`src/sv/nrp_pkg.sv`:
```
package nrp_pkg;

  localparam int MaxPacketBytes = 512;
  // Internal position arithmetic width: covers position + label skip + data length.
  localparam int CalcW = 20;
  localparam int FifoDepth = 4;

  localparam logic [16:0] PosMax = 17'h1FFFF;
  localparam logic [15:0] RespBit = 16'h8000;
  localparam logic [7:0] LabelPtr = 8'hC0;
  localparam logic [15:0] TypeNodeStat = 16'h0021;
  localparam logic [15:0] TypeAddr = 16'h0020;
  localparam logic [7:0] SpaceChar = 8'h20;
  localparam logic [9:0] MinPacket = 10'd57;

  typedef enum logic [8:0] {
    PH_HEADER = 9'b000000001,
    PH_QLABEL = 9'b000000010,
    PH_ANAME  = 9'b000000100,
    PH_ALABEL = 9'b000001000,
    PH_FIXED  = 9'b000010000,
    PH_COUNT  = 9'b000100000,
    PH_ENTRY  = 9'b001000000,
    PH_ADDR   = 9'b010000000,
    PH_DONE   = 9'b100000000
  } phase_t;

  localparam logic [1:0] KIND_NAME = 2'd0;
  localparam logic [1:0] KIND_ADDR = 2'd1;
  localparam logic [1:0] KIND_END  = 2'd2;

  typedef struct packed {
    logic [1:0]  result_kind;
    logic [31:0] host_address;
    logic [63:0] name_head;
    logic [55:0] name_tail;
    logic [3:0]  name_length;
    logic [7:0]  name_suffix;
    logic [15:0] entry_flags;
    logic [31:0] entry_address;
    logic [7:0]  names_in_record;
    logic        last_of_run;
  } result_t;

endpackage

```
`src/sv/nrp_if.sv`:
```
interface nrp_in_if;
  logic        valid;
  logic        ready;
  logic [7:0]  data_byte;
  logic [9:0]  packet_length;
  logic [31:0] source_address;
  logic        last_byte;

  modport source(output valid, data_byte, packet_length, source_address, last_byte,
                 input ready);
  modport sink(input valid, data_byte, packet_length, source_address, last_byte,
               output ready);
endinterface

interface nrp_out_if;
  logic        valid;
  logic        ready;
  logic [1:0]  result_kind;
  logic [31:0] host_address;
  logic [63:0] name_head;
  logic [55:0] name_tail;
  logic [3:0]  name_length;
  logic [7:0]  name_suffix;
  logic [15:0] entry_flags;
  logic [31:0] entry_address;
  logic [7:0]  names_in_record;
  logic        last_of_run;

  modport source(output valid, result_kind, host_address, name_head, name_tail,
                 name_length, name_suffix, entry_flags, entry_address,
                 names_in_record, last_of_run, input ready);
  modport sink(input valid, result_kind, host_address, name_head, name_tail,
               name_length, name_suffix, entry_flags, entry_address,
               names_in_record, last_of_run, output ready);
endinterface

```
`src/sv/nbns_response_parser_top.sv`:
```
// Channel      | Dir | Payload
// -------------+-----+---------------------------------------------------------
// byte_in      | in  | data_byte, packet_length, source_address, last_byte
// result_out   | out | result_kind, host_address, name fields, flags, address,
//              |     | names_in_record, last_of_run
//
// One byte is accepted per clock while byte_in.ready is high; the parse step for a
// byte is combinational logic from the parser registers into a four-entry result queue.
// A byte produces zero, one or two results; the queue drains one per clock while
// result_out.ready is high, so byte_in.ready drops only when fewer than two
// queue slots are free. Reset (rst, synchronous) returns the parser to the
// header phase and empties the queue. A stall on result_out holds the queue head unchanged.
module nbns_response_parser_top import nrp_pkg::*; (
  input logic       clk,
  input logic       rst,
  nrp_in_if.sink    byte_in,
  nrp_out_if.source result_out
);

  typedef struct packed {
    phase_t      phase;
    logic [16:0] skip;
    logic [15:0] ansl;
  } step_t;

  typedef struct packed {
    step_t      s;
    logic [7:0] nl;
    logic       end_flag;
  } nsn_t;

  // Parser state
  logic [16:0] byte_position, byte_position_next;
  phase_t      parse_phase, parse_phase_next;
  logic [15:0] header_flags, header_flags_next;
  logic [15:0] answers_left, answers_left_next;
  logic [16:0] skip_target, skip_target_next;
  logic [15:0] record_type, record_type_next;
  logic [15:0] record_data_length, record_data_length_next;
  logic [16:0] record_data_end, record_data_end_next;
  logic [7:0]  names_left, names_left_next;
  logic [7:0]  names_emitted, names_emitted_next;
  logic [4:0]  entry_byte_index, entry_byte_index_next;
  logic [7:0]  name_bytes [15];
  logic [47:0] entry_word, entry_word_next;
  logic        nb_we;

  // Result queue
  result_t     res_q [FifoDepth];
  logic [1:0]  head, tail;
  logic [2:0]  count;
  logic        emit_name, emit_addr, emit_end;
  result_t     res0, res1;
  logic [1:0]  npush;
  logic        pop, accept;

  function automatic step_t enter_answer(logic [15:0] al, logic [CalcW-1:0] q,
                                         logic [CalcW-1:0] len, step_t cur);
    step_t s;
    s = cur;
    if (al == 16'd0 || q + CalcW'(12) > len) begin
      s.phase = PH_DONE;
    end else begin
      s.ansl = al - 16'd1;
      s.phase = PH_ANAME;
      s.skip = q[16:0];
    end
    return s;
  endfunction

  function automatic step_t after_qname(logic [CalcW-1:0] pos, logic [CalcW-1:0] len,
                                        step_t cur);
    step_t s;
    s = cur;
    if (pos + CalcW'(4) > len) s.phase = PH_DONE;
    else s = enter_answer(cur.ansl, pos + CalcW'(4), len, cur);
    return s;
  endfunction

  function automatic step_t qlabel(logic [CalcW-1:0] q, logic [CalcW-1:0] len,
                                   step_t cur);
    step_t s;
    s = cur;
    if (q >= len) begin
      s = after_qname(q + CalcW'(1), len, cur);
    end else begin
      s.phase = PH_QLABEL;
      s.skip = q[16:0];
    end
    return s;
  endfunction

  function automatic step_t after_aname(logic [CalcW-1:0] pos, logic [CalcW-1:0] len,
                                        step_t cur);
    step_t s;
    s = cur;
    if (pos + CalcW'(10) > len) begin
      s.phase = PH_DONE;
    end else begin
      s.phase = PH_FIXED;
      s.skip = pos[16:0];
    end
    return s;
  endfunction

  function automatic step_t alabel(logic [CalcW-1:0] q, logic [CalcW-1:0] len,
                                   step_t cur);
    step_t s;
    s = cur;
    if (q >= len) begin
      s = after_aname(q + CalcW'(1), len, cur);
    end else begin
      s.phase = PH_ALABEL;
      s.skip = q[16:0];
    end
    return s;
  endfunction

  // Next name entry of a node-status record, or close the record
  function automatic nsn_t ns_next(logic [7:0] nl, logic [CalcW-1:0] q,
                                   logic [16:0] rde, logic [CalcW-1:0] len,
                                   step_t cur);
    nsn_t r;
    r.s = cur;
    r.nl = nl;
    r.end_flag = 1'b0;
    if (nl != 8'd0 && q + CalcW'(18) <= CalcW'(rde)) begin
      r.nl = nl - 8'd1;
      r.s.phase = PH_ENTRY;
      r.s.skip = q[16:0];
    end else begin
      r.end_flag = 1'b1;
      r.s = enter_answer(cur.ansl, CalcW'(rde), len, cur);
    end
    return r;
  endfunction

  logic [CalcW-1:0] len_c, q_c, p_c;
  logic [3:0]       name_len;
  logic [63:0]      head_w;
  logic [55:0]      tail_w;

  always_comb begin
    step_t cur, s;
    nsn_t  nn;
    logic  stepped;
    logic [CalcW-1:0] pos;

    len_c = (byte_in.packet_length > 10'(MaxPacketBytes)) ? CalcW'(MaxPacketBytes)
                                                         : CalcW'(byte_in.packet_length);
    q_c = CalcW'(skip_target);
    p_c = CalcW'(byte_position);

    byte_position_next = (byte_position < PosMax) ? byte_position + 17'd1 : PosMax;
    parse_phase_next = parse_phase;
    header_flags_next = header_flags;
    answers_left_next = answers_left;
    skip_target_next = skip_target;
    record_type_next = record_type;
    record_data_length_next = record_data_length;
    record_data_end_next = record_data_end;
    names_left_next = names_left;
    names_emitted_next = names_emitted;
    entry_byte_index_next = entry_byte_index;
    entry_word_next = entry_word;
    nb_we = 1'b0;
    emit_name = 1'b0;
    emit_addr = 1'b0;
    emit_end = 1'b0;
    stepped = 1'b0;
    pos = '0;

    cur.phase = parse_phase;
    cur.skip = skip_target;
    cur.ansl = answers_left;
    s = cur;
    nn.s = cur;
    nn.nl = names_left;
    nn.end_flag = 1'b0;

    // Trimmed name length: one past the last non-space byte
    name_len = 4'd0;
    for (int i = 0; i < 15; i++) begin
      if (name_bytes[i] != SpaceChar) name_len = 4'(i + 1);
    end
    for (int i = 0; i < 8; i++) head_w[63 - 8*i -: 8] = name_bytes[i];
    for (int i = 0; i < 7; i++) tail_w[55 - 8*i -: 8] = name_bytes[8 + i];

    if (p_c < len_c) begin
      if (parse_phase == PH_HEADER) begin
        if (byte_position < 17'd12) begin
          if (byte_position == 17'd2 || byte_position == 17'd3)
            header_flags_next = {header_flags[7:0], byte_in.data_byte};
          if (byte_position == 17'd6 || byte_position == 17'd7)
            answers_left_next = {answers_left[7:0], byte_in.data_byte};
          if (byte_position == 17'd11) begin
            if (byte_in.packet_length < MinPacket || (header_flags & RespBit) == 16'd0
                || answers_left == 16'd0) begin
              parse_phase_next = PH_DONE;
            end else begin
              parse_phase_next = PH_QLABEL;
              skip_target_next = 17'd12;
            end
          end
        end
      end else if (parse_phase != PH_DONE && byte_position == skip_target) begin
        unique case (parse_phase)
          PH_QLABEL: begin
            stepped = 1'b1;
            if (skip_target == 17'd12 && byte_in.data_byte == SpaceChar)
              s = after_qname(CalcW'(46), len_c, cur);
            else if (byte_in.data_byte == 8'd0)
              s = after_qname(q_c + CalcW'(1), len_c, cur);
            else
              s = qlabel(q_c + CalcW'(byte_in.data_byte) + CalcW'(1), len_c, cur);
          end
          PH_ANAME: begin
            stepped = 1'b1;
            if (byte_in.data_byte == LabelPtr)
              s = after_aname(q_c + CalcW'(2), len_c, cur);
            else if (byte_in.data_byte == 8'd0)
              s = after_aname(q_c + CalcW'(1), len_c, cur);
            else
              s = alabel(q_c + CalcW'(byte_in.data_byte) + CalcW'(1), len_c, cur);
          end
          PH_ALABEL: begin
            stepped = 1'b1;
            if (byte_in.data_byte == 8'd0)
              s = after_aname(q_c + CalcW'(1), len_c, cur);
            else
              s = alabel(q_c + CalcW'(byte_in.data_byte) + CalcW'(1), len_c, cur);
          end
          PH_FIXED: begin
            if (entry_byte_index < 5'd2)
              record_type_next = {record_type[7:0], byte_in.data_byte};
            if (entry_byte_index >= 5'd8)
              record_data_length_next = {record_data_length[7:0], byte_in.data_byte};
            if (entry_byte_index >= 5'd9) begin
              stepped = 1'b1;
              pos = q_c + CalcW'(1);
              if (record_type_next == TypeNodeStat && record_data_length_next != 16'd0
                  && pos + CalcW'(record_data_length_next) <= len_c) begin
                record_data_end_next = 17'(pos + CalcW'(record_data_length_next));
                s.phase = PH_COUNT;
                s.skip = pos[16:0];
              end else if (record_type_next == TypeAddr
                           && record_data_length_next >= 16'd6
                           && pos + CalcW'(6) <= len_c) begin
                s.phase = PH_ADDR;
                s.skip = pos[16:0];
              end else begin
                s = enter_answer(answers_left, pos + CalcW'(record_data_length_next),
                                 len_c, cur);
              end
            end else begin
              entry_byte_index_next = entry_byte_index + 5'd1;
              skip_target_next = skip_target + 17'd1;
            end
          end
          PH_COUNT: begin
            stepped = 1'b1;
            names_emitted_next = 8'd0;
            nn = ns_next(byte_in.data_byte, q_c + CalcW'(1), record_data_end, len_c, cur);
            s = nn.s;
            names_left_next = nn.nl;
            emit_end = nn.end_flag;
          end
          PH_ENTRY: begin
            if (entry_byte_index < 5'd15) nb_we = 1'b1;
            else entry_word_next = {entry_word[39:0], byte_in.data_byte};
            if (entry_byte_index >= 5'd17) begin
              stepped = 1'b1;
              if (name_len != 4'd0 && name_bytes[0] != 8'd0) begin
                emit_name = 1'b1;
                names_emitted_next = names_emitted + 8'd1;
              end
              nn = ns_next(names_left, q_c + CalcW'(1), record_data_end, len_c, cur);
              s = nn.s;
              names_left_next = nn.nl;
              emit_end = nn.end_flag;
            end else begin
              entry_byte_index_next = entry_byte_index + 5'd1;
              skip_target_next = skip_target + 17'd1;
            end
          end
          PH_ADDR: begin
            entry_word_next = {entry_word[39:0], byte_in.data_byte};
            if (entry_byte_index >= 5'd5) begin
              stepped = 1'b1;
              emit_addr = 1'b1;
              s = enter_answer(answers_left, q_c + CalcW'(1), len_c, cur);
            end else begin
              entry_byte_index_next = entry_byte_index + 5'd1;
              skip_target_next = skip_target + 17'd1;
            end
          end
          default: begin
            stepped = 1'b1;
            s.phase = PH_DONE;
          end
        endcase
        if (stepped) begin
          parse_phase_next = s.phase;
          skip_target_next = s.skip;
          answers_left_next = s.ansl;
          // Each entry into a counted field run restarts the byte index
          if (s.phase == PH_FIXED || s.phase == PH_ENTRY || s.phase == PH_ADDR)
            entry_byte_index_next = 5'd0;
        end
      end
    end

    // Assemble results: a name entry may be followed by the record end
    res0 = '0;
    res1 = '0;
    res0.host_address = byte_in.source_address;
    res1.host_address = byte_in.source_address;
    res1.result_kind = KIND_END;
    res1.names_in_record = names_emitted_next;
    res1.last_of_run = 1'b1;
    if (emit_name) begin
      res0.result_kind = KIND_NAME;
      res0.name_head = head_w;
      res0.name_tail = tail_w;
      res0.name_length = name_len;
      res0.name_suffix = entry_word_next[23:16];
      res0.entry_flags = entry_word_next[15:0];
      res0.last_of_run = !emit_end;
    end else if (emit_addr) begin
      res0.result_kind = KIND_ADDR;
      res0.entry_flags = entry_word_next[47:32];
      res0.entry_address = entry_word_next[31:0];
      res0.last_of_run = 1'b1;
    end else begin
      res0 = res1;
    end
    npush = 2'(emit_name || emit_addr || emit_end) + 2'(emit_name && emit_end);
  end

  assign accept = byte_in.valid && byte_in.ready;
  assign pop = result_out.valid && result_out.ready;
  assign byte_in.ready = (count <= 3'(FifoDepth - 2));

  always_ff @(posedge clk) begin
    if (rst) begin
      byte_position <= '0;
      parse_phase <= PH_HEADER;
      header_flags <= '0;
      answers_left <= '0;
      skip_target <= '0;
      record_type <= '0;
      record_data_length <= '0;
      record_data_end <= '0;
      names_left <= '0;
      names_emitted <= '0;
      entry_byte_index <= '0;
      entry_word <= '0;
    end else if (accept) begin
      if (byte_in.last_byte) begin
        // Packet over: drop all parse state
        byte_position <= '0;
        parse_phase <= PH_HEADER;
        header_flags <= '0;
        answers_left <= '0;
        skip_target <= '0;
        record_type <= '0;
        record_data_length <= '0;
        record_data_end <= '0;
        names_left <= '0;
        names_emitted <= '0;
        entry_byte_index <= '0;
        entry_word <= '0;
      end else begin
        byte_position <= byte_position_next;
        parse_phase <= parse_phase_next;
        header_flags <= header_flags_next;
        answers_left <= answers_left_next;
        skip_target <= skip_target_next;
        record_type <= record_type_next;
        record_data_length <= record_data_length_next;
        record_data_end <= record_data_end_next;
        names_left <= names_left_next;
        names_emitted <= names_emitted_next;
        entry_byte_index <= entry_byte_index_next;
        entry_word <= entry_word_next;
      end
    end
  end

  always_ff @(posedge clk) begin
    if (accept && nb_we) name_bytes[entry_byte_index[3:0]] <= byte_in.data_byte;
  end

  // Result queue: push up to two, pop one per transaction
  always_ff @(posedge clk) begin
    if (accept && npush != 2'd0) res_q[tail] <= res0;
    if (accept && npush == 2'd2) res_q[tail + 2'd1] <= res1;
  end

  always_ff @(posedge clk) begin
    if (rst) begin
      head <= '0;
      tail <= '0;
      count <= '0;
    end else begin
      if (pop) head <= head + 2'd1;
      if (accept) tail <= tail + npush;
      count <= count + (accept ? 3'(npush) : 3'd0) - (pop ? 3'd1 : 3'd0);
    end
  end

  assign result_out.valid = (count != 3'd0);
  assign result_out.result_kind = res_q[head].result_kind;
  assign result_out.host_address = res_q[head].host_address;
  assign result_out.name_head = res_q[head].name_head;
  assign result_out.name_tail = res_q[head].name_tail;
  assign result_out.name_length = res_q[head].name_length;
  assign result_out.name_suffix = res_q[head].name_suffix;
  assign result_out.entry_flags = res_q[head].entry_flags;
  assign result_out.entry_address = res_q[head].entry_address;
  assign result_out.names_in_record = res_q[head].names_in_record;
  assign result_out.last_of_run = res_q[head].last_of_run;

endmodule

```
`src/flat_wrapper.sv`:
```
// flat-port wrapper written by rule: the top's interface ports become plain ports
module nbns_response_parser_top_flat import nrp_pkg::*;
  (clk, rst, byte_in_valid, byte_in_data_byte, byte_in_packet_length, byte_in_source_address, byte_in_last_byte, byte_in_ready, result_out_valid, result_out_result_kind, result_out_host_address, result_out_name_head, result_out_name_tail, result_out_name_length, result_out_name_suffix, result_out_entry_flags, result_out_entry_address, result_out_names_in_record, result_out_last_of_run, result_out_ready);
  nrp_in_if byte_in_i ();
  nrp_out_if result_out_i ();
  input logic clk;
  input logic rst;
  input wire logic [$bits(byte_in_i.valid)-1:0] byte_in_valid;
  input wire logic [$bits(byte_in_i.data_byte)-1:0] byte_in_data_byte;
  input wire logic [$bits(byte_in_i.packet_length)-1:0] byte_in_packet_length;
  input wire logic [$bits(byte_in_i.source_address)-1:0] byte_in_source_address;
  input wire logic [$bits(byte_in_i.last_byte)-1:0] byte_in_last_byte;
  output wire logic [$bits(byte_in_i.ready)-1:0] byte_in_ready;
  output wire logic [$bits(result_out_i.valid)-1:0] result_out_valid;
  output wire logic [$bits(result_out_i.result_kind)-1:0] result_out_result_kind;
  output wire logic [$bits(result_out_i.host_address)-1:0] result_out_host_address;
  output wire logic [$bits(result_out_i.name_head)-1:0] result_out_name_head;
  output wire logic [$bits(result_out_i.name_tail)-1:0] result_out_name_tail;
  output wire logic [$bits(result_out_i.name_length)-1:0] result_out_name_length;
  output wire logic [$bits(result_out_i.name_suffix)-1:0] result_out_name_suffix;
  output wire logic [$bits(result_out_i.entry_flags)-1:0] result_out_entry_flags;
  output wire logic [$bits(result_out_i.entry_address)-1:0] result_out_entry_address;
  output wire logic [$bits(result_out_i.names_in_record)-1:0] result_out_names_in_record;
  output wire logic [$bits(result_out_i.last_of_run)-1:0] result_out_last_of_run;
  input wire logic [$bits(result_out_i.ready)-1:0] result_out_ready;
  assign byte_in_i.valid = byte_in_valid;
  assign byte_in_i.data_byte = byte_in_data_byte;
  assign byte_in_i.packet_length = byte_in_packet_length;
  assign byte_in_i.source_address = byte_in_source_address;
  assign byte_in_i.last_byte = byte_in_last_byte;
  assign byte_in_ready = byte_in_i.ready;
  assign result_out_valid = result_out_i.valid;
  assign result_out_result_kind = result_out_i.result_kind;
  assign result_out_host_address = result_out_i.host_address;
  assign result_out_name_head = result_out_i.name_head;
  assign result_out_name_tail = result_out_i.name_tail;
  assign result_out_name_length = result_out_i.name_length;
  assign result_out_name_suffix = result_out_i.name_suffix;
  assign result_out_entry_flags = result_out_i.entry_flags;
  assign result_out_entry_address = result_out_i.entry_address;
  assign result_out_names_in_record = result_out_i.names_in_record;
  assign result_out_last_of_run = result_out_i.last_of_run;
  assign result_out_i.ready = result_out_ready;
  nbns_response_parser_top u_core (.clk(clk), .rst(rst), .byte_in(byte_in_i), .result_out(result_out_i));
endmodule
```
`config.mk`:
```
export PLATFORM = sky130hd
export DESIGN_NAME = nbns_response_parser_top_flat
export DESIGN_NICKNAME = d
export VERILOG_FILES = /design/src/sv/nrp_pkg.sv /design/src/sv/nrp_if.sv /design/src/sv/nbns_response_parser_top.sv /design/src/flat_wrapper.sv
export SDC_FILE = /design/constraint.sdc
export NUM_CORES = 2
export LEC_CHECK = 0
export BUFFER_PORTS_ARGS = -buffer_cell sky130_fd_sc_hd__buf_2
export CORE_AREA = 5 5 400 402
export DETAILED_ROUTE_END_ITERATION = 7
export DIE_AREA = 0 0 405 407
export SYNTH_ARGS = -nofsm -noshare
export SYNTH_HDL_FRONTEND = slang
export SYNTH_SLANG_ARGS = --single-unit
```
`constraint.sdc`:
```
create_clock -name clk -period 12.85 [get_ports clk]
set_input_delay 0 -clock clk [delete_from_list [all_inputs] [get_ports clk]]
set_output_delay 0 -clock clk [all_outputs]
set_load 0.005 [all_outputs]
```
; ---- After elaboration in Yosys (flattened, before gate mapping)
; Memories as Yosys holds them, arrays and structs flattened. A register that Yosys moved wholly into a read port is not among the register bits.
; Cells that the tools add are included.
; Widths: inputs -> output; s select.
[totals]
register_bits = 200
ramBits = 1012
elab_cells = 417
memories = 2
[classes]
addsub = 31
n_lt_le_gt_ge = 29
n_eq_ne = 78
mux = 201
n_reduce_logical = 61
[mem_list]
columns = memory, words, width, read_ports, rd_clocked_by_memory_dff, wr, line
row1 = u_core.res_q, 4, 223, 1, 1, 2, nbns_response_parser_top.sv:49  ; result_t res_q [FifoDepth];
row2 = u_core.name_bytes, 15, 8, 15, 0, 1, nbns_response_parser_top.sv:44  ; logic [7:0] name_bytes [15];
[op_table]
columns = operator, count
row1 = $mux 16, 37
row2 = $mux 17, 23
row3 = $mux 33, 9
row4 = $mux 42, 7
row5 = $mux 48, 6
row6 = $pmux 33 s7, 1
row7 = $mux 9, 23
row8 = $gt 20x20->1, 10
row9 = $mux 26, 6
row10 = $mux 148, 1
row11 = $add 20x4->20 const B, 7
row12 = $ne 8x6->1 const B, 15
row13 = $mux 8, 14
row14 = $pmux 48 s2, 1
row15 = $pmux 9 s7, 1
row16 = $add 20x3->20 const B, 3
row17 = $mux 4, 14
row18 = $pmux 17 s3, 1
row19 = $mux 5, 9
row20 = $add 20x1->20 const B, 2
row21 = $gt 6x20->1 const A, 2
row22 = $le 20x20->1, 2
row23 = $mux 40, 1
row24 = $mux 1, 36
row25 = 85 further kinds, 169

; ---- Longest topological paths before layout
; An unclocked memory read counts as a cell.
[logic_depth]
word_depth = 32
ltp_mapped = 33
mapped_depth_nobuf = 31

; ---- Worst setup path before layout
; OpenSTA, ideal clock, no wires.
[synth_path]
kind = flip-flop to flip-flop
start = register u_core.skip_target[0]
end = memory u_core.res_q[0][189] (netlist bit), enable pin
arrival_time_ns = 6.249
t_required_ns = 12.433
setup_slack_ns = 6.184
path_stages_with_launch = 25
n_path_buf = 4
cell_sequence = dfxtp_1 > ha_1 > xor2_1 > ha_1 > o21ai_0 > a211oi_1 > nand3_1 > nor3_1 > xor2_1 > ha_1 > nand4_1 > nor2_1 > o211a_1 > nor3_1 > a21oi_1 > nor4_1 > clkbuf_1 > o21ai_0 > o21ai_1 > a21o_1 > buf_2 > or3_1 > clkbuf_1 > o21ai_1 > clkbuf_1
[synth_lines]
columns = item, line
row1 = from (decl), nbns_response_parser_top.sv:37  ; logic [16:0] skip_target, skip_target_next;
row2 = from (signal assigned), nbns_response_parser_top.sv:378  ; skip_target <= skip_target_next;
row3 = to (decl), nbns_response_parser_top.sv:49

==> results.md <==
- First-pass GRT wire length: 306.9 mm
- Required time of the critical path: about 13000 ps
- TritonRoute pass-1 iters: 6
- Yosys reg bits: 1200
- Mapped cell area: between 60000 and 70000 um^2
- Dpl hpwl: around 130 mm
- Max-slew violation count: 0
- Num CTS Buffers: ~130
- Largest net degree at the start of global routing: roughly 200
- Htree depth: 4
- Port buffer count: approximately 280
- Gate power share: 0.183
- CTS clock-pin slew for the worst setup and hold paths: 60 ps
- DIE AREA: approximately 160000 um^2
- Simple-gate share of the synthesized area: 0.2042
- Netlist cell types: 118
- Power Density: ~140 nW/um^2
- Sw frac: 0.2905
- Total Negative Setup Slacks: 0 ps
- Post-synthesis sequential area ratio: 0.4331
- Synthesized instance count: between 6000 and 7000
- Internal Pwr Total: between 6000 and 7000 uW
- Crit path buffers/inverters: 2
- Residual DRC: 0
- Row cnt: approximately 150
- Total number of vias: roughly 52000
- Vias per cell: 5.707
- Fin crit period: between 8000 and 9000 ps
- Aggregate routed wire length: 203.0 mm
- Die H: about 410 um
- Status: complete, no violations
- Crit path top cell by count: nor2_1
- Layout net count: between 7000 and 8000
- Hold Crit Class: in -> reg
- Maxcap violations: 0
- Slew headroom: 0.1765
- Net count after synthesis: around 7000
- Max incr delay on CP: roughly 870 ps
- Crit end category: flop
- Setup crit start kind: flop
- Leak: ~0.026 uW
- CTS tree: built
- Unrepaired setup endpoints after global routing: false
- WS Path Type: reg -> reg
- Via count of the first global-routing pass: roughly 50000
- Compound-Gate Fraction of Synth Area: 0.1508
- Synth Flop Type: dfxtp_1
- Crit-path cells: ha_1, nand4_2, o21a_1, nor2_1, inv_1, nand3_1, nor3_1, xor2_1, ha_1, nand4_1, nor2_1, a221o_1, nor3_1, a21oi_1, nor4_1, o22ai_1, o21ai_1, a21o_1, or3_4, buf_12, nor2_1, a21oi_1, nor2_1
- Initial antenna violation count: 8
- Cell family with most CP delay: simple AND/OR/NAND/NOR gates
- Final Hold Fails: 0
- Chip Width: 405 um
- PostCTS Resize Cnt: 0
- CP max stage cell: or3_4
- Hold Buf Count CTS: 46
- Initial core utilization: 0.3979
- Adder-cell share of the synthesized area: 0.04238
- Ys Warns: 0
- Layout cells sized above 1: 0.1356
- DR iter-0 viols: about 4800
- Clock latency on the worst-skew pair: 790 ps
- Sw power: approximately 2700 uW
- Area after detailed placement: around 65000 um^2
- Clock network power share: 0.398
- I/O Pins: 280
- Drt wl/cell: 22.16 um
- Seq pwr share: 0.419
- Postcts setup bufs: 0
- Mean Syn Cell Area: ~9 um^2
- Max clock buf depth: 3
- CORE AREA: 155700 um^2
- Clk root buf: clkbuf_16
- Final setup fails: 0
- Clock sinks: between 1000 and 1500
- GP Congestion: 0.9691
- Final instance area: slightly below 70000 um^2
- Tcrit/Tclk final: 0.6898
- Antenna viol nets, final: 0
- Skew final: around 48 ps
- Mux cell area share after synthesis: 0.09853
- Highest clock rate: 0.1128 GHz
- Post-synth EDFFs: 280
- Synth-to-layout area growth: 12.43%
- Async S/R FF share, synth: 0
- Largest family of logic cells by synthesized area: simple AND/OR/NAND/NOR gates
- CP arrival: approximately 9500 ps
- Crit path max fanout: around 140
- Worst VDD drop: between 0.1 and 0.15 mV
- Slew @ Worst Pin: 1226 ps
- Gr usage total: 0.2388
- Total gr overflow: 0
- Synth Area in XOR/XNOR: 0.03014
[final cells by class]
class | instances | area, um^2
diodes | 4 | 10.01
clock buffers | 194 | 3822
clock inverters | 50 | 442.9
fillers | 14980 | 86020
inverters | 111 | 416.7
multi-input cells | 5113 | 32760
flip-flops and latches | 1200 | 26830
well taps | 2058 | 2575
repair buffers | 433 | 2786
[cell usage in the layout, fill, tap and decap left out, drive strengths merged, types with 63 or more instances in the layout]
master / synthesis / routed
nor2: 1643 / 1643
nor3: 149 / 149
xnor2: 142 / 142
nand4: 63 / 63
ha: 205 / 205
inv: 108 / 114
a21oi: 840 / 840
xor2: 66 / 66
edfxtp: 280 / 280
buf: 212 / 387
mux2i: 81 / 81
a211oi: 105 / 105
dfxtp: 920 / 920
and2: 163 / 163
o21ai: 157 / 157
a22oi: 97 / 97
nand3: 96 / 96
clkbuf: 273 / 194
mux4: 223 / 223
nand2: 420 / 420
[worst min-delay path, cell delays in order]
cell           delay (ps)
dlygate4sd3_1         520
buf_2                 120
and2_1                110
[routing by layer]
metal / GRT usage / vias up / wire length, um
met4: 0.09193 / 4 / 7766
met1: 0.3191 / 25400 / 87290
met2: 0.3873 / 1849 / 93580
met3: 0.04213 / 370 / 14340
li1: - / 24680 / -
met5: 0 / - / 28
[registers in the layout, summed over array words and instances, names as in the netlist, named ones only]
signal and count:
u_core.byte_position 17, u_core.record_data_length 16, u_core.entry_byte_index 5, u_core.parse_phase 9
u_core.record_type 16, u_core.res_q 892, u_core.name_bytes 120, u_core.names_left 8
u_core.tail 2, u_core.skip_target 17, u_core.count 3, u_core.head 2
u_core.names_emitted 8, u_core.record_data_end 17, u_core.answers_left 16, u_core.header_flags 2
u_core.entry_word 48
[cell usage after synthesis, types with 138 or more instances]
cell	n	area (um^2)
nand2_1	419	1573
ha_1	205	2565
buf_2	160	800.8
a21oi_1	837	4189
nor2_1	1635	6137
and2_1	161	1007
dfxtp_1	920	18420
nor3_1	142	710.7
edfxtp_1	280	8408
o21ai_0	138	690.7
clkbuf_1	272	1021
mux4_2	223	5022
xnor2_1	141	1235
[power groups by stage]
stage	clock network (uW)	registers [uW]	logic [uW]
global placement	0	4020	1680
detailed placement	0	4020	1690
finish	3750	3940	1720
floorplan	0	3970	1250
global route	3990	3950	1870
CTS	3820	3940	1710
[metrics by stage]
step	utilization	setup WS (ps)	hold WS [ps]	instances	power (uW)
after CTS	0.4473	4181	20.77	9159	9472
after detailed placement	0.4170	4222	311.5	8869	5710
after global placement	0.4170	4296	307.9	8869	5706
after global routing	0.4473	3580	52.50	9159	9800
final	0.4474	3986	87.55	9163	9413
after floorplan	-	6184	98.87	6909	5222
[path summary, 6_finish.rpt]
check	endpoint	startpoint	slack (ps)	depth (start not counted)
setup / recovery	u_core.res_q[0][155]	u_core.skip_target[3]	3990	23
setup reg to reg	u_core.res_q[0][155]	u_core.skip_target[3]	3990	23
hold reg to reg	u_core.res_q[1][222]	u_core.res_q[1][222]	450	2
hold / removal	u_core.res_q[1][200]	byte_in_source_address[11]	90	3
[cells by family (layout without fill, tap and decap cells)]
logic type,count (synthesis),count (layout)
AND/OR/NAND/NOR,2840,2840
flip-flops,1200,1200
AO/OA/AOI/OAI,1528,1528
adder cells (fa/ha/maj),208,208
buffers and inverters,596,788
other,0,4
multiplexers,328,328
XOR/XNOR,209,209
No activity file was read; power rests on OpenSTA's default activity.
